**src/rtl/core/mft_pkg.sv**
```systemverilog
`timescale 1ns / 1ps
// ---------------------------------------------------------------------------
// mft_pkg
// Shared types, codes and constants of the 4x4 float transform unit.
// ---------------------------------------------------------------------------
package mft_pkg;

    localparam int ELEMENT_COUNT = 16;
    localparam int IDX_W         = $clog2(ELEMENT_COUNT);

    localparam logic [31:0] ZERO_BITS     = 32'h0000_0000;
    localparam logic [31:0] ONE_BITS      = 32'h3F80_0000;
    localparam logic [31:0] NEG_ZERO_BITS = 32'h8000_0000;
    localparam logic [31:0] SIGN_BIT      = 32'h8000_0000;
    localparam logic [31:0] QNAN_BITS     = 32'h7FC0_0000;

    // translation row: elements 12 to 14
    localparam logic [IDX_W-1:0] POS_FIRST = IDX_W'(12);
    localparam logic [IDX_W-1:0] POS_LAST  = IDX_W'(14);
    localparam logic [IDX_W-1:0] ELEM_LAST = IDX_W'(ELEMENT_COUNT - 1);

    typedef enum logic [3:0] {
        KIND_LOAD      = 4'd0,
        KIND_ZERO      = 4'd1,
        KIND_IDENTITY  = 4'd2,
        KIND_NEGATE    = 4'd3,
        KIND_TRANSPOSE = 4'd4,
        KIND_ADD       = 4'd5,
        KIND_SUB       = 4'd6,
        KIND_MULTIPLY  = 4'd7,
        KIND_POSITION  = 4'd8,
        KIND_READ      = 4'd9
    } kind_t;

    typedef enum logic [3:0] {
        ST_IDLE,
        ST_FILL,
        ST_NEG,
        ST_ADDSUB,
        ST_TRANS,
        ST_COPY,
        ST_MUL,
        ST_POS,
        ST_READ
    } state_t;

    typedef enum logic [2:0] {
        ACC_SRC_ZERO,
        ACC_SRC_ONE,
        ACC_SRC_NEG,
        ACC_SRC_ADD,
        ACC_SRC_RES,
        ACC_SRC_POS
    } acc_src_t;

    typedef enum logic {
        RES_SRC_ACC,
        RES_SRC_ADD
    } res_src_t;

    typedef enum logic [1:0] {
        ADD_X_ACC,
        ADD_X_SUM,
        ADD_X_NZERO
    } add_x_t;

    typedef enum logic {
        ADD_Y_OPD,
        ADD_Y_PROD
    } add_y_t;

    // controller to datapath command word
    typedef struct packed {
        logic             cap;
        logic             opd_wr;
        logic             acc_rd_idx;
        logic [IDX_W-1:0] acc_addr;
        logic [IDX_W-1:0] opd_addr;
        logic [IDX_W-1:0] res_addr;
        logic             acc_wr;
        logic [IDX_W-1:0] acc_wr_addr;
        acc_src_t         acc_src;
        logic             res_wr;
        logic [IDX_W-1:0] res_wr_addr;
        res_src_t         res_src;
        add_x_t           add_x;
        add_y_t           add_y;
        logic             add_sub;
        logic             sum_load;
        logic             out_load;
    } dp_cmd_t;

endpackage

```
**src/rtl/core/mat4_float_transform_unit.sv**
```systemverilog
`timescale 1ns / 1ps
// Multiply works 16 elements x 4 steps through one two-stage multiplier and
// one two-stage adder, then copies the result buffer back to the accumulator.
// A read fetches the element and loads the output word once it is free.
// One item is worked at a time; the next is taken once the sequencer is idle.
// Reset clears the accumulator to +0.0 at once; the operand buffer is not reset.
// ---------------------------------------------------------------------------
// mat4_float_transform_unit
// 4x4 single-precision accumulator matrix with operand buffer and read port.
// ---------------------------------------------------------------------------
module mat4_float_transform_unit
(
    input  logic                      clk,
    input  logic                      rst_n,
    input  logic                      in_valid,
    output logic                      in_stall,
    input  logic [3:0]                kind,
    input  logic [mft_pkg::IDX_W-1:0] element_index,
    input  logic [31:0]               element_value,
    input  logic [31:0]               pos_x,
    input  logic [31:0]               pos_y,
    input  logic [31:0]               pos_z,
    output logic                      out_valid,
    input  logic                      out_stall,
    output logic [31:0]               read_value,
    output logic [mft_pkg::IDX_W-1:0] read_index
);
    import mft_pkg::*;

    dp_cmd_t cmd;

    mft_ctrl u_ctrl
    (
        .clk       (clk),
        .rst_n     (rst_n),
        .in_valid  (in_valid),
        .in_stall  (in_stall),
        .kind      (kind),
        .out_valid (out_valid),
        .out_stall (out_stall),
        .cmd       (cmd)
    );

    mft_datapath u_datapath
    (
        .clk           (clk),
        .rst_n         (rst_n),
        .cmd           (cmd),
        .element_index (element_index),
        .element_value (element_value),
        .pos_x         (pos_x),
        .pos_y         (pos_y),
        .pos_z         (pos_z),
        .read_value    (read_value),
        .read_index    (read_index)
    );

endmodule

```
**src/rtl/core/mft_fmul.sv**
```systemverilog
`timescale 1ns / 1ps
// ---------------------------------------------------------------------------
// mft_fmul
// Two-stage IEEE single multiplier, round to nearest even, subnormals kept.
// ---------------------------------------------------------------------------
module mft_fmul
(
    input  logic        clk,
    input  logic [31:0] a,
    input  logic [31:0] b,
    output logic [31:0] p
);
    import mft_pkg::*;

    function automatic logic [5:0] lzc48(input logic [47:0] v);
        logic [5:0] n;
        n = '0;
        for (int i = 0; i < 48; i++)
        begin
            if (v[i])
                n = 6'(47 - i);
        end
        return n;
    endfunction

    // stage 1: classify, significand product, exponent sum
    logic        a_nan, b_nan, a_inf, b_inf, a_zero, b_zero;
    logic [23:0] ma, mb;
    logic [9:0]  xa, xb;

    logic [47:0] s1_prod_reg;
    logic [9:0]  s1_esum_reg;
    logic        s1_sign_reg, s1_nan_reg, s1_inf_reg, s1_zero_reg;

    always_comb
    begin
        a_nan  = (a[30:23] == 8'hFF) && (a[22:0] != '0);
        b_nan  = (b[30:23] == 8'hFF) && (b[22:0] != '0);
        a_inf  = (a[30:23] == 8'hFF) && (a[22:0] == '0);
        b_inf  = (b[30:23] == 8'hFF) && (b[22:0] == '0);
        a_zero = (a[30:0] == '0);
        b_zero = (b[30:0] == '0);
        ma     = {a[30:23] != '0, a[22:0]};
        mb     = {b[30:23] != '0, b[22:0]};
        xa     = (a[30:23] == '0) ? 10'd1 : {2'b00, a[30:23]};
        xb     = (b[30:23] == '0) ? 10'd1 : {2'b00, b[30:23]};
    end

    always_ff @(posedge clk)
    begin
        s1_prod_reg <= ma * mb;
        s1_esum_reg <= xa + xb;
        s1_sign_reg <= a[31] ^ b[31];
        s1_nan_reg  <= a_nan | b_nan | (a_inf & b_zero) | (b_inf & a_zero);
        s1_inf_reg  <= a_inf | b_inf;
        s1_zero_reg <= a_zero | b_zero;
    end

    // stage 2: normalize, denormalize if needed, round
    logic [5:0]         lz;
    logic [47:0]        pn;
    logic signed [11:0] er;
    logic signed [11:0] dn;
    logic [5:0]         sh;
    logic [95:0]        wide;
    logic [47:0]        ps;
    logic               g, st, inc, ovf;
    logic [7:0]         ef;
    logic [30:0]        base, rnd;
    logic [31:0]        res;
    logic [31:0]        p_reg;

    always_comb
    begin
        lz   = lzc48(s1_prod_reg);
        pn   = s1_prod_reg << lz;
        er   = $signed({2'b00, s1_esum_reg}) - 12'sd126 - $signed({6'b0, lz});
        dn   = 12'sd1 - er;
        if (er >= 12'sd1)
            sh = '0;
        else if (dn > 12'sd50)
            sh = 6'd50;
        else
            sh = dn[5:0];
        wide = {pn, 48'b0} >> sh;
        ps   = wide[95:48];
        g    = ps[23];
        st   = (|ps[22:0]) | (|wide[47:0]);
        inc  = g & (st | ps[24]);
        ef   = (er >= 12'sd1) ? er[7:0] : 8'd0;
        ovf  = (er >= 12'sd255);
        base = {ef, ps[46:24]};
        rnd  = base + {30'b0, inc};
        if (s1_nan_reg)
            res = QNAN_BITS;
        else if (s1_inf_reg || ovf)
            res = {s1_sign_reg, 8'hFF, 23'b0};
        else if (s1_zero_reg)
            res = {s1_sign_reg, 31'b0};
        else
            res = {s1_sign_reg, rnd};
    end

    always_ff @(posedge clk)
    begin
        p_reg <= res;
    end

    assign p = p_reg;

endmodule

```
**src/rtl/core/mft_fadd.sv**
```systemverilog
`timescale 1ns / 1ps
// ---------------------------------------------------------------------------
// mft_fadd
// Two-stage IEEE single adder/subtractor, round to nearest even.
// ---------------------------------------------------------------------------
module mft_fadd
(
    input  logic        clk,
    input  logic [31:0] a,
    input  logic [31:0] b,
    input  logic        sub,
    output logic [31:0] s
);
    import mft_pkg::*;

    function automatic logic [4:0] lzc28(input logic [27:0] v);
        logic [4:0] n;
        n = '0;
        for (int i = 0; i < 28; i++)
        begin
            if (v[i])
                n = 5'(27 - i);
        end
        return n;
    endfunction

    // stage 1: classify, order by magnitude, align smaller operand
    logic        bs;
    logic [31:0] bb, x, y;
    logic        a_nan, b_nan, a_inf, b_inf;
    logic [7:0]  ex, ey, d;
    logic [4:0]  dc;
    logic [23:0] mx, my;
    logic [53:0] awide;
    logic [26:0] yal;

    logic        s1_nan_reg, s1_inf_reg, s1_inf_sign_reg;
    logic        s1_sign_reg, s1_eff_sub_reg, s1_zsign_reg;
    logic [7:0]  s1_ex_reg;
    logic [26:0] s1_mx_reg, s1_my_reg;

    always_comb
    begin
        bs    = b[31] ^ sub;
        bb    = {bs, b[30:0]};
        a_nan = (a[30:23] == 8'hFF) && (a[22:0] != '0);
        b_nan = (b[30:23] == 8'hFF) && (b[22:0] != '0);
        a_inf = (a[30:23] == 8'hFF) && (a[22:0] == '0);
        b_inf = (b[30:23] == 8'hFF) && (b[22:0] == '0);
        if (a[30:0] >= b[30:0])
        begin
            x = a;
            y = bb;
        end
        else
        begin
            x = bb;
            y = a;
        end
        ex    = (x[30:23] == '0) ? 8'd1 : x[30:23];
        ey    = (y[30:23] == '0) ? 8'd1 : y[30:23];
        mx    = {x[30:23] != '0, x[22:0]};
        my    = {y[30:23] != '0, y[22:0]};
        d     = ex - ey;
        dc    = (d > 8'd27) ? 5'd27 : d[4:0];
        awide = {my, 3'b000, 27'b0} >> dc;
        yal   = awide[53:27] | {26'b0, |awide[26:0]};
    end

    always_ff @(posedge clk)
    begin
        s1_nan_reg      <= a_nan | b_nan | (a_inf & b_inf & (a[31] != bs));
        s1_inf_reg      <= a_inf | b_inf;
        s1_inf_sign_reg <= a_inf ? a[31] : bs;
        s1_sign_reg     <= x[31];
        s1_eff_sub_reg  <= x[31] ^ y[31];
        s1_zsign_reg    <= a[31] & bs;
        s1_ex_reg       <= ex;
        s1_mx_reg       <= {mx, 3'b000};
        s1_my_reg       <= yal;
    end

    // stage 2: add, normalize, round
    logic [27:0]       sum, pn, ps;
    logic [4:0]        lz, sh;
    logic signed [9:0] er, dn;
    logic [55:0]       nwide;
    logic              g, st, inc, ovf;
    logic [7:0]        ef;
    logic [30:0]       base, rnd;
    logic [31:0]       res;
    logic [31:0]       s_reg;

    always_comb
    begin
        if (s1_eff_sub_reg)
            sum = {1'b0, s1_mx_reg} - {1'b0, s1_my_reg};
        else
            sum = {1'b0, s1_mx_reg} + {1'b0, s1_my_reg};
        lz    = lzc28(sum);
        pn    = sum << lz;
        er    = $signed({2'b00, s1_ex_reg}) + 10'sd1 - $signed({5'b0, lz});
        dn    = 10'sd1 - er;
        if (er >= 10'sd1)
            sh = '0;
        else if (dn > 10'sd28)
            sh = 5'd28;
        else
            sh = dn[4:0];
        nwide = {pn, 28'b0} >> sh;
        ps    = nwide[55:28];
        g     = ps[3];
        st    = (|ps[2:0]) | (|nwide[27:0]);
        inc   = g & (st | ps[4]);
        ef    = (er >= 10'sd1) ? er[7:0] : 8'd0;
        ovf   = (er >= 10'sd255);
        base  = {ef, ps[26:4]};
        rnd   = base + {30'b0, inc};
        if (s1_nan_reg)
            res = QNAN_BITS;
        else if (s1_inf_reg)
            res = {s1_inf_sign_reg, 8'hFF, 23'b0};
        else if (sum == '0)
            res = {s1_zsign_reg, 31'b0};
        else if (ovf)
            res = {s1_sign_reg, 8'hFF, 23'b0};
        else
            res = {s1_sign_reg, rnd};
    end

    always_ff @(posedge clk)
    begin
        s_reg <= res;
    end

    assign s = s_reg;

endmodule

```
**src/rtl/core/mft_datapath.sv**
```systemverilog
`timescale 1ns / 1ps
// ---------------------------------------------------------------------------
// mft_datapath
// Accumulator, operand and result memories, float units and output word.
// ---------------------------------------------------------------------------
module mft_datapath
(
    input  logic                     clk,
    input  logic                     rst_n,
    input  mft_pkg::dp_cmd_t         cmd,
    input  logic [mft_pkg::IDX_W-1:0] element_index,
    input  logic [31:0]              element_value,
    input  logic [31:0]              pos_x,
    input  logic [31:0]              pos_y,
    input  logic [31:0]              pos_z,
    output logic [31:0]              read_value,
    output logic [mft_pkg::IDX_W-1:0] read_index
);
    import mft_pkg::*;

    logic [31:0] acc_mem [ELEMENT_COUNT];
    logic [31:0] opd_mem [ELEMENT_COUNT];
    logic [31:0] res_mem [ELEMENT_COUNT];
    logic [ELEMENT_COUNT-1:0] acc_vld_reg;

    logic [31:0] acc_q_reg, opd_q_reg, res_q_reg;
    logic [31:0] sum_reg;
    logic [31:0] pos_x_reg, pos_y_reg, pos_z_reg;
    logic [IDX_W-1:0] idx_reg;
    logic [31:0] read_value_reg;
    logic [IDX_W-1:0] read_index_reg;

    logic [IDX_W-1:0] acc_rd_addr;
    logic [31:0] add_a, add_b, add_res, prod;
    logic [31:0] acc_wdata, res_wdata, pos_word;

    assign acc_rd_addr = cmd.acc_rd_idx ? idx_reg : cmd.acc_addr;

    // float units
    mft_fmul u_fmul
    (
        .clk (clk),
        .a   (acc_q_reg),
        .b   (opd_q_reg),
        .p   (prod)
    );

    mft_fadd u_fadd
    (
        .clk (clk),
        .a   (add_a),
        .b   (add_b),
        .sub (cmd.add_sub),
        .s   (add_res)
    );

    // adder operand and write data selection
    always_comb
    begin
        case (cmd.add_x)
            ADD_X_ACC:   add_a = acc_q_reg;
            ADD_X_SUM:   add_a = sum_reg;
            ADD_X_NZERO: add_a = NEG_ZERO_BITS;
            default:     add_a = NEG_ZERO_BITS;
        endcase
        add_b = (cmd.add_y == ADD_Y_PROD) ? prod : opd_q_reg;

        case (cmd.acc_wr_addr[1:0])
            2'd0:    pos_word = pos_x_reg;
            2'd1:    pos_word = pos_y_reg;
            default: pos_word = pos_z_reg;
        endcase

        case (cmd.acc_src)
            ACC_SRC_ZERO: acc_wdata = ZERO_BITS;
            ACC_SRC_ONE:  acc_wdata = ONE_BITS;
            ACC_SRC_NEG:  acc_wdata = acc_q_reg ^ SIGN_BIT;
            ACC_SRC_ADD:  acc_wdata = add_res;
            ACC_SRC_RES:  acc_wdata = res_q_reg;
            ACC_SRC_POS:  acc_wdata = pos_word;
            default:      acc_wdata = ZERO_BITS;
        endcase
        res_wdata = (cmd.res_src == RES_SRC_ADD) ? add_res : acc_q_reg;
    end

    // accumulator valid bits: unwritten entries read as +0.0
    always_ff @(posedge clk or negedge rst_n)
    begin
        if (!rst_n)
            acc_vld_reg <= '0;
        else if (cmd.acc_wr)
            acc_vld_reg[cmd.acc_wr_addr] <= 1'b1;
    end

    // memories with registered read data
    always_ff @(posedge clk)
    begin
        if (cmd.acc_wr)
            acc_mem[cmd.acc_wr_addr] <= acc_wdata;
        acc_q_reg <= acc_vld_reg[acc_rd_addr] ? acc_mem[acc_rd_addr] : ZERO_BITS;
    end

    always_ff @(posedge clk)
    begin
        if (cmd.opd_wr)
            opd_mem[element_index] <= element_value;
        opd_q_reg <= opd_mem[cmd.opd_addr];
    end

    always_ff @(posedge clk)
    begin
        if (cmd.res_wr)
            res_mem[cmd.res_wr_addr] <= res_wdata;
        res_q_reg <= res_mem[cmd.res_addr];
    end

    // item capture, running sum, output word
    always_ff @(posedge clk)
    begin
        if (cmd.cap)
        begin
            idx_reg   <= element_index;
            pos_x_reg <= pos_x;
            pos_y_reg <= pos_y;
            pos_z_reg <= pos_z;
        end
        if (cmd.sum_load)
            sum_reg <= add_res;
        if (cmd.out_load)
        begin
            read_value_reg <= acc_q_reg;
            read_index_reg <= idx_reg;
        end
    end

    assign read_value = read_value_reg;
    assign read_index = read_index_reg;

endmodule

```
**src/rtl/core/mft_ctrl.sv**
```systemverilog
`timescale 1ns / 1ps
// ---------------------------------------------------------------------------
// mft_ctrl
// Sequencer: walks the elements for each item kind and drives the datapath.
// ---------------------------------------------------------------------------
module mft_ctrl
(
    input  logic                   clk,
    input  logic                   rst_n,
    input  logic                   in_valid,
    output logic                   in_stall,
    input  logic [3:0]             kind,
    output logic                   out_valid,
    input  logic                   out_stall,
    output mft_pkg::dp_cmd_t       cmd
);
    import mft_pkg::*;

    state_t           state_reg, state_next;
    logic [IDX_W-1:0] elem_reg, elem_next;
    logic [1:0]       k_reg, k_next;
    logic [2:0]       ph_reg, ph_next;
    logic             ident_reg, ident_next;
    logic             sub_reg, sub_next;
    logic             out_valid_reg, out_valid_next;
    logic             accept;
    logic             last_elem;

    assign in_stall  = (state_reg != ST_IDLE);
    assign accept    = in_valid && !in_stall;
    assign out_valid = out_valid_reg;
    assign last_elem = (elem_reg == ELEM_LAST);

    always_ff @(posedge clk or negedge rst_n)
    begin
        if (!rst_n)
        begin
            state_reg     <= ST_IDLE;
            elem_reg      <= '0;
            k_reg         <= '0;
            ph_reg        <= '0;
            ident_reg     <= 1'b0;
            sub_reg       <= 1'b0;
            out_valid_reg <= 1'b0;
        end
        else
        begin
            state_reg     <= state_next;
            elem_reg      <= elem_next;
            k_reg         <= k_next;
            ph_reg        <= ph_next;
            ident_reg     <= ident_next;
            sub_reg       <= sub_next;
            out_valid_reg <= out_valid_next;
        end
    end

    // next state and datapath commands
    always_comb
    begin
        cmd            = '0;
        state_next     = state_reg;
        elem_next      = elem_reg;
        k_next         = k_reg;
        ph_next        = ph_reg;
        ident_next     = ident_reg;
        sub_next       = sub_reg;
        out_valid_next = out_valid_reg && out_stall;

        unique case (state_reg)
            ST_IDLE:
            begin
                if (accept)
                begin
                    cmd.cap   = 1'b1;
                    elem_next = '0;
                    k_next    = '0;
                    ph_next   = '0;
                    unique case (kind)
                        KIND_LOAD:      cmd.opd_wr = 1'b1;
                        KIND_ZERO:
                        begin
                            ident_next = 1'b0;
                            state_next = ST_FILL;
                        end
                        KIND_IDENTITY:
                        begin
                            ident_next = 1'b1;
                            state_next = ST_FILL;
                        end
                        KIND_NEGATE:    state_next = ST_NEG;
                        KIND_TRANSPOSE: state_next = ST_TRANS;
                        KIND_ADD:
                        begin
                            sub_next   = 1'b0;
                            state_next = ST_ADDSUB;
                        end
                        KIND_SUB:
                        begin
                            sub_next   = 1'b1;
                            state_next = ST_ADDSUB;
                        end
                        KIND_MULTIPLY:  state_next = ST_MUL;
                        KIND_POSITION:
                        begin
                            elem_next  = POS_FIRST;
                            state_next = ST_POS;
                        end
                        KIND_READ:      state_next = ST_READ;
                        default:        ;
                    endcase
                end
            end

            // one write per cycle, ones on the diagonal for identity
            ST_FILL:
            begin
                cmd.acc_wr      = 1'b1;
                cmd.acc_wr_addr = elem_reg;
                cmd.acc_src     = (ident_reg && elem_reg[1:0] == elem_reg[3:2]) ?
                                  ACC_SRC_ONE : ACC_SRC_ZERO;
                elem_next       = elem_reg + 1'b1;
                if (last_elem)
                    state_next = ST_IDLE;
            end

            ST_NEG:
            begin
                cmd.acc_addr = elem_reg;
                if (ph_reg == 3'd0)
                    ph_next = 3'd1;
                else
                begin
                    cmd.acc_wr      = 1'b1;
                    cmd.acc_wr_addr = elem_reg;
                    cmd.acc_src     = ACC_SRC_NEG;
                    ph_next         = '0;
                    elem_next       = elem_reg + 1'b1;
                    if (last_elem)
                        state_next = ST_IDLE;
                end
            end

            // read, add in two stages, write back in place
            ST_ADDSUB:
            begin
                cmd.acc_addr = elem_reg;
                cmd.opd_addr = elem_reg;
                cmd.add_x    = ADD_X_ACC;
                cmd.add_y    = ADD_Y_OPD;
                cmd.add_sub  = sub_reg;
                ph_next      = ph_reg + 1'b1;
                if (ph_reg == 3'd3)
                begin
                    cmd.acc_wr      = 1'b1;
                    cmd.acc_wr_addr = elem_reg;
                    cmd.acc_src     = ACC_SRC_ADD;
                    ph_next         = '0;
                    elem_next       = elem_reg + 1'b1;
                    if (last_elem)
                        state_next = ST_IDLE;
                end
            end

            // gather transposed into result buffer, then copy back
            ST_TRANS:
            begin
                cmd.acc_addr = {elem_reg[1:0], elem_reg[3:2]};
                if (ph_reg == 3'd0)
                    ph_next = 3'd1;
                else
                begin
                    cmd.res_wr      = 1'b1;
                    cmd.res_wr_addr = elem_reg;
                    cmd.res_src     = RES_SRC_ACC;
                    ph_next         = '0;
                    elem_next       = elem_reg + 1'b1;
                    if (last_elem)
                        state_next = ST_COPY;
                end
            end

            ST_COPY:
            begin
                cmd.res_addr = elem_reg;
                if (ph_reg == 3'd0)
                    ph_next = 3'd1;
                else
                begin
                    cmd.acc_wr      = 1'b1;
                    cmd.acc_wr_addr = elem_reg;
                    cmd.acc_src     = ACC_SRC_RES;
                    ph_next         = '0;
                    elem_next       = elem_reg + 1'b1;
                    if (last_elem)
                        state_next = ST_IDLE;
                end
            end

            // one product and one add per step, four steps per element
            ST_MUL:
            begin
                cmd.acc_addr = {elem_reg[3:2], k_reg};
                cmd.opd_addr = {k_reg, elem_reg[1:0]};
                cmd.add_x    = (k_reg == 2'd0) ? ADD_X_NZERO : ADD_X_SUM;
                cmd.add_y    = ADD_Y_PROD;
                ph_next      = ph_reg + 1'b1;
                if (ph_reg == 3'd5)
                begin
                    cmd.sum_load    = 1'b1;
                    cmd.res_wr      = (k_reg == 2'd3);
                    cmd.res_wr_addr = elem_reg;
                    cmd.res_src     = RES_SRC_ADD;
                    ph_next         = '0;
                    k_next          = k_reg + 1'b1;
                    if (k_reg == 2'd3)
                    begin
                        elem_next = elem_reg + 1'b1;
                        if (last_elem)
                            state_next = ST_COPY;
                    end
                end
            end

            ST_POS:
            begin
                cmd.acc_wr      = 1'b1;
                cmd.acc_wr_addr = elem_reg;
                cmd.acc_src     = ACC_SRC_POS;
                elem_next       = elem_reg + 1'b1;
                if (elem_reg == POS_LAST)
                    state_next = ST_IDLE;
            end

            // fetch element, hand it over once the output word is free
            ST_READ:
            begin
                cmd.acc_rd_idx = 1'b1;
                if (ph_reg == 3'd0)
                    ph_next = 3'd1;
                else if (!out_valid_reg || !out_stall)
                begin
                    cmd.out_load   = 1'b1;
                    out_valid_next = 1'b1;
                    ph_next        = '0;
                    state_next     = ST_IDLE;
                end
            end

            default:
            begin
                state_next = ST_IDLE;
            end
        endcase
    end

endmodule

```
**config.mk**
```make
export PLATFORM = sky130hd
export DESIGN_NAME = mat4_float_transform_unit
export DESIGN_NICKNAME = d
export VERILOG_FILES = /design/src/rtl/core/mft_pkg.sv /design/src/rtl/core/mat4_float_transform_unit.sv /design/src/rtl/core/mft_fmul.sv /design/src/rtl/core/mft_fadd.sv /design/src/rtl/core/mft_datapath.sv /design/src/rtl/core/mft_ctrl.sv
export SDC_FILE = /design/constraint.sdc
export NUM_CORES = 2
export LEC_CHECK = 0
export BUFFER_PORTS_ARGS = -buffer_cell sky130_fd_sc_hd__buf_2
export CAP_MARGIN = 20
export CORE_MARGIN = 10
export CORE_UTILIZATION = 60
export CTS_CLUSTER_DIAMETER = 40
export DETAILED_ROUTE_END_ITERATION = 6
export PLACE_DENSITY = 0.76
export SLEW_MARGIN = 15
export SYNTH_ARGS = -nofsm -noshare
export SYNTH_HDL_FRONTEND = slang
export SYNTH_SLANG_ARGS = --single-unit
```
**constraint.sdc**
```tcl
create_clock -name clk -period 16 [get_ports clk]
set_clock_uncertainty 0.05 [all_clocks]
set_input_delay 1.6 -clock clk [delete_from_list [all_inputs] [get_ports clk]]
set_output_delay 1.6 -clock clk [all_outputs]
set_load 0.01 [all_outputs]
```
# Word level (Yosys, flattened, before mapping)
# Memories as Yosys holds them, arrays and structs flattened. A register that Yosys moved wholly into a read port is not among the register bits.
# Cells that the tools add are included.
[word_totals]
register_bits = 390
ramBits = 1536
output_inout_bits = 38
n_memories = 3
[classes]
n_addsub = 15
multipliers = 1
n_lt_le_gt_ge = 11
n_eq_ne = 47
shifts = 5
n_mux = 170
bitwise = 25
n_reduce_logical = 70
[mem_list]
columns = ["memory", "words", "width", "read_ports", "rd_ports_with_merged_regs", "wr", "line", "rtl"]
rows = [
  ["u_datapath.acc_mem", 16, 32, 1, 1, 1, "mft_datapath.sv:21", "logic [31:0] acc_mem [ELEMENT_COUNT];"],
  ["u_datapath.opd_mem", 16, 32, 1, 1, 1, "mft_datapath.sv:22", "logic [31:0] opd_mem [ELEMENT_COUNT];"],
  ["u_datapath.res_mem", 16, 32, 1, 1, 1, "mft_datapath.sv:23", "logic [31:0] res_mem [ELEMENT_COUNT];"],
]
[op_table]
columns = ["op", "count"]
rows = [
  ["$mux W6", 52],
  ["$mux W32", 6],
  ["$pmux W32 S5", 1],
  ["$mux W5", 31],
  ["$pmux W32 S2", 2],
  ["$shr A96 B6 Y95", 1],
  ["$logic_not A23 Y1", 4],
  ["$reduce_bool A23 Y1", 4],
  ["$mux W4", 19],
  ["$mux W8", 9],
  ["$add A31 B1 Y31", 2],
  ["$logic_not A31 Y1", 2],
  ["$mux W31", 2],
  ["$shr A56 B5 Y55", 1],
  ["$shr A54 B5 Y54", 1],
  ["$mul A24 B24 Y48", 1],
  ["$reduce_or A48 Y1", 1],
  ["$shl A48 B6 Y48", 1],
  ["$pmux W8 S5", 1],
  ["$eq A4 B3 Y1 const B", 8],
  ["$eq A8 B8 Y1 const B", 4],
  ["$logic_not A8 Y1", 4],
  ["$pmux W4 S8", 1],
  ["$reduce_bool A8 Y1", 4],
  ["78 further kinds", 182],
]

# Depth between registers and ports, before layout
[logic_depth]
ltp_word = 61
ltp_mapped = 55
mapped_depth_nobuf = 47

# Hierarchy
# A second synthesis with hierarchy kept.
[unflattened]
hier_cells = 9390
area_unflattened_um2 = 117973.1
[by_module_without_submodules]
columns = ["mod", "n_inst", "cells_each", "area_per_inst_um2", "seq_area_each_um2"]
rows = [
  ["mft_datapath", 1, 2990, 68216.7, 53491.3],
  ["mft_fmul", 1, 3954, 31606.6, 1861.8],
  ["mft_fadd", 1, 2227, 16432.0, 1941.9],
  ["mft_ctrl", 1, 219, 1717.9, 400.4],
]

# Least setup slack after synthesis
# Ideal clock, no wire load.
[synth_path]
path_kind = "register -> register"
start = "register u_ctrl.state_reg[3]"
end = "register u_datapath.u_fadd.s1_my_reg[0]"
setup_time_ns = 0.131
arrival_time_ns = 11.026
required_time_ns = 15.819
setup_slack_ns = 4.793
path_stages_with_launch = 50
n_path_buf = 10
cell_sequence = "dfrtp_1 -> nor2b_1 -> nand2b_1 -> nor2_1 -> clkbuf_1 -> clkbuf_1 -> mux2i_1 -> ha_1 -> nor2b_1 -> o21a_1 -> o21a_1 -> o21a_1 -> o21a_1 -> o21a_1 -> o21a_1 -> o21a_1 -> o21a_1 -> o21ai_0 -> [... 14 more ...] -> a21oi_1 -> o21bai_1 -> a21o_1 -> a21oi_1 -> xnor2_1 -> nor4_1 -> nand2_1 -> clkbuf_1 -> clkbuf_1 -> nor2_1 -> a21oi_1 -> mux2_2 -> o21a_1 -> a21o_1 -> a21oi_1 -> nand4_1 -> nor4_1 -> o211ai_1"
[synth_between]
elab_chain_cells = 14
elab_cells_between_ends = 20
[synth_rtl]
columns = ["item", "line", "rtl"]
rows = [
  ["from (decl)", "mft_ctrl.sv:19", "state_t state_reg, state_next;"],
  ["from (signal assigned)", "mft_ctrl.sv:48", "state_reg <= state_next;"],
  ["$eq A4 B3 Y1 (*)", "mft_ctrl.sv:70", "unique case (state_reg)"],
  ["$mux W3 (*)", "mft_ctrl.sv:70", ""],
  ["$eq A2 B1 Y1 or $logic_not A2 Y1 (tied branches)", "mft_datapath.sv:60", "case (cmd.add_x)"],
  ["$pmux W32 S2", "mft_datapath.sv:60", ""],
  ["$ge A31 B31 Y1", "mft_fadd.sv:50", "if (a[30:0] >= b[30:0])"],
  ["$mux W32", "mft_fadd.sv:50", ""],
  ["$logic_not A8 Y1 (on tied branches)", "mft_fadd.sv:60, mft_fadd.sv:61", ""],
  ["$mux W8 (on tied branches)", "mft_fadd.sv:60, mft_fadd.sv:61", ""],
  ["$sub A8 B8 Y8", "mft_fadd.sv:64", "d = ex - ey;"],
  ["$gt A8 B5 Y1", "mft_fadd.sv:65", "dc = (d > 8'd27) ? 5'd27 : d[4:0];"],
  ["$mux W5", "mft_fadd.sv:65", ""],
  ["$shr A54 B5 Y54 (*)", "mft_fadd.sv:66", "awide = {my, 3'b000, 27'b0} >> dc;"],
  ["$reduce_or A27 Y1", "mft_fadd.sv:67", "yal = awide[53:27] | {26'b0, |awide[26:0]};"],
  ["$or A27 B1 Y27 (*)", "mft_fadd.sv:67", ""],
  ["named net u_datapath.u_fadd.yal[0]", "mft_fadd.sv:35", "logic [26:0] yal;"],
  ["to (signal assigned)", "mft_fadd.sv:80", "s1_my_reg <= yal;"],
  ["to (decl)", "mft_fadd.sv:40", "logic [26:0] s1_mx_reg, s1_my_reg;"],
]
# Mark *: on every way through the listed nets, which the timed path passes. The rest lies on a longest branch.
# A chain may end at the register's enable or synchronous reset.

# Worst setup path in the final report
[layout_path]
start = "register u_datapath.u_fadd.s1_my_reg[3]"
end = "register u_datapath.u_fadd.s_reg[26], in the netlist u_datapath.u_fadd.s[26]"
[layout_between]
elab_chain_cells = 40
elab_cells_between_ends = 47
[layout_rtl]
columns = ["item", "line", "rtl"]
rows = [
  ["$add A27 B27 Y28 or $sub A27 B27 Y28 (tied branches)", "mft_fadd.sv:99, mft_fadd.sv:97", ""],
  ["$mux W28 (*)", "mft_fadd.sv:96", "if (s1_eff_sub_reg)"],
  ["$mux W5 (25 in series)", "mft_fadd.sv:21", "if (v[i])"],
  ["$sub A9 B5 Y10", "mft_fadd.sv:102", "er = $signed({2'b00, s1_ex_reg}) + 10'sd1 - $signed({5'b0, lz});"],
  ["$sub A2 B10 Y10", "mft_fadd.sv:103", "dn = 10'sd1 - er;"],
  ["$gt A10 B6 Y1", "mft_fadd.sv:106", "else if (dn > 10'sd28)"],
  ["$mux W5", "mft_fadd.sv:106", ""],
  ["$mux W5", "mft_fadd.sv:104", "if (er >= 10'sd1)"],
  ["$shr A56 B5 Y55", "mft_fadd.sv:110", "nwide = {pn, 28'b0} >> sh;"],
  ["$reduce_or A28 Y1 or $reduce_or A3 Y1 (tied branches)", "mft_fadd.sv:113", "st = (|ps[2:0]) | (|nwide[27:0]);"],
  ["$or A1 B1 Y1", "mft_fadd.sv:113", ""],
  ["$or A1 B1 Y1", "mft_fadd.sv:114", "inc = g & (st | ps[4]);"],
  ["$and A1 B1 Y1", "mft_fadd.sv:114", ""],
  ["$add A31 B1 Y31", "mft_fadd.sv:118", "rnd = base + {30'b0, inc};"],
  ["$mux W31", "mft_fadd.sv:125", "else if (ovf)"],
  ["$mux W32 (*)", "mft_fadd.sv:123", "else if (sum == '0)"],
  ["to (signal assigned)", "mft_fadd.sv:133", "s_reg <= res;"],
  ["to (decl)", "mft_fadd.sv:92", "logic [31:0] s_reg;"],
]
# Every way passes the cells marked *; elsewhere a longest branch is shown, timed or not.

==> results.txt <==
Violated checks - design-rule violations
Worst path required time - 16.71 ns
Slowest stage delay, CP - 0.80 ns
Placeable Area - 192,000 um^2
TNS Setup - 0 ns
RSZ-0062 raised after global routing - false
CTS Buf Count - 285
Period utilization - 79.1%
R2R Path Start - u_datapath.u_fadd.s1_my_reg[3]
Biggest regs - u_datapath.acc_mem x512, u_datapath.opd_mem x512, u_datapath.res_mem x512
Hold Startpoint - u_datapath.acc_vld_reg[11]
Slew of the pin with the lowest slew margin - 1.26 ns
Grt total ovfl - 0
Post-Syn Area - 116,000 um^2
Worst Setup Start Kind - register
Final setup violation count - 0
Starting density of the core - 60.2%
Clock Sinks - 2,022
Clk_lat worst skew - 0.96 ns
Avg Synthesized Cell Area - 11.3 um^2
Post-synthesis sequential area ratio - 49.8%
WP data arrival - 13.36 ns
Worst min path class - reg -> reg
CTS tree - done
Synth warnings - 0
Net Count, Synth - 11.2k
Worst rel slew slack - 16.0%
Min Tclk post-route - 12.65 ns
Vias/cell - 7.00
Clock buffer depth - 4
Global-route wire length before repair - 592,000 um
Main synth FF type - edfxtp_1
Placed Instances - 12.5k
WL/cell - 31.0 um
WHS Path Cells - 1
Fraction of layout cells with a size suffix above 1 - 13.2%
Synth Register Bits - 2,022
Maxcap violations - 0
Vias - 91.3k
Fin. max-slew vios - 0
Worst Setup SP - u_datapath.u_fadd.s1_my_reg[3]
H-tree Lvls - 5
Gpl congestion - 0.972
DIE AREA - 211,000 um^2
Slowest-stage cell, CP - xnor2_1
Finished Layout Cells - 13.1k
Die H - 459 um
Drt total wl - 405,000 um
Die X - 459 um
Cells after synthesis - 10.3k
FP Rows - 161
Outcome - finished with violations
Number of synthesized flops with an enable pin - 1,704
Final hold violations - 0
Worst hold slack - 0.422 ns
Drt first-iter violations - 12.4k
Hold Buf Count CTS - 0
Antenna Nets Post-Route - 0
CP Class - reg -> reg
Vias in the first global route - 90.6k
I/O Buffers - 177
Fin nets - 11.2k
Final HPWL from detailed placement - 256,000 um
# resized after CTS - 0
Count of cell types in the netlist - 123
Initial antenna violation count - 39
# IOs - 178
Highest Clock Rate - 0.0790 GHz
Root Driver - clkbuf_16
Setup Fix Bufs, Post-CTS - 0
Overall routing resource usage - 37.5%
Async S/R FF share, synth - 1.58%
Remaining DRCs - 18
CP Max Fanout - 42
Largest net degree at the start of global routing - 169
First-pass DRT Iterations - 7
Reg2reg path depth - 41
Setup crit end kind - register
Clk slew on worst S/H paths - 0.06 ns
Syn-to-layout area delta - 11.5%
[layout by cell type (no fill, tap or decap), types with 226 or more instances in the layout]
master	synthesis	final
a21oi_1	396	393
and2_1	267	266
buf_4	5	258
clkbuf_16	0	290
dfxtp_1	286	281
edfxtp_1	1704	1704
fa_1	487	487
ha_1	306	306
inv_1	639	637
mux2i_1	226	226
mux4_2	231	231
nand2_1	1386	1377
nand3_1	444	442
nor2_1	543	498
o21ai_0	374	351
[cells by family (layout without fill, tap and decap cells)]
logic type	count (synthesis)	after routing	share of synthesized area, %
multiplexers	516	516	7.02
other	0	29	0
buffers and inverters	1336	1579	4.40
AND/OR/NAND/NOR	3448	3448	14.1
adder cells (fa/ha/maj)	793	793	11.7
XOR/XNOR	141	141	1.07
AO/OA/AOI/OAI	1998	1998	11.9
flip-flops	2022	2022	49.8
[through the flow]
stage	worst slack, ns	util, %	cell area [um^2]
2_1_floorplan	4.79	-	116000
3_3_place_gp	3.78	62.3	120000
3_5_place_dp	3.58	62.3	120000
4_1_cts	3.45	67.1	129000
5_1_grt	2.55	67.2	129000
6_report	3.35	67.2	129000
[synthesized netlist by cell type (all sizes together), types with 231 or more instances]
| master | number | share of area (%) |
|---|---|---|
| a21oi | 399 | 1.7 |
| and2 | 267 | 1.4 |
| clkbuf | 599 | 1.9 |
| dfxtp | 286 | 4.9 |
| edfxtp | 1704 | 44 |
| fa | 487 | 8.4 |
| ha | 306 | 3.3 |
| inv | 642 | 2.1 |
| mux4 | 231 | 4.5 |
| nand2 | 1386 | 4.5 |
| nand3 | 446 | 1.9 |
| nor2 | 543 | 1.8 |
| o21ai | 391 | 1.7 |
[layout make-up]
type	instances	area [um^2]
diodes	29	72.6
clock buffers	327	7500
clock inverters	160	1720
fillers	13200	63100
inverters	646	2430
multi-input cells	6896	53700
flip-flops and latches	2022	57700
well taps	2526	3160
repair buffers	446	2950
[layer usage]
metal  vias up  GRT usage, %  part of all wire [%]
met5         -             0                 0.062
met4        36          23.8                   7.4
met3      1717          10.3                    12
met2      6824          58.6                    46
met1     44800          46.1                    35
li1      38000             -                     -
[worst paths after layout]
kind	slack, ns	endpoint
min in group asynchronous	0.75	u_datapath.acc_vld_reg[10]
worst max register to register	3.35	u_datapath.u_fadd.s[26]
max in group asynchronous	14.30	u_ctrl.elem_reg[0]
worst max-delay path	3.35	u_datapath.u_fadd.s[26]
worst min-delay path	0.42	u_datapath.acc_vld_reg[11]
worst min register to register	0.42	u_datapath.acc_vld_reg[11]
[critical path, delay by kind of cell (launching register included)]
kind                     cells  cell delay (ns)
adder cells (fa/ha/maj)      4             1.38
multiplexers                 1             0.16
AO/OA/AOI/OAI               16             4.24
buffers and inverters        6             1.55
flip-flops                   1             0.48
AND/OR/NAND/NOR             12             3.18
XOR/XNOR                     2             1.40
Power is left out: the tool's default activity adds up to more than one toggle a clock period on the data nets, which glitch-free logic cannot reach.
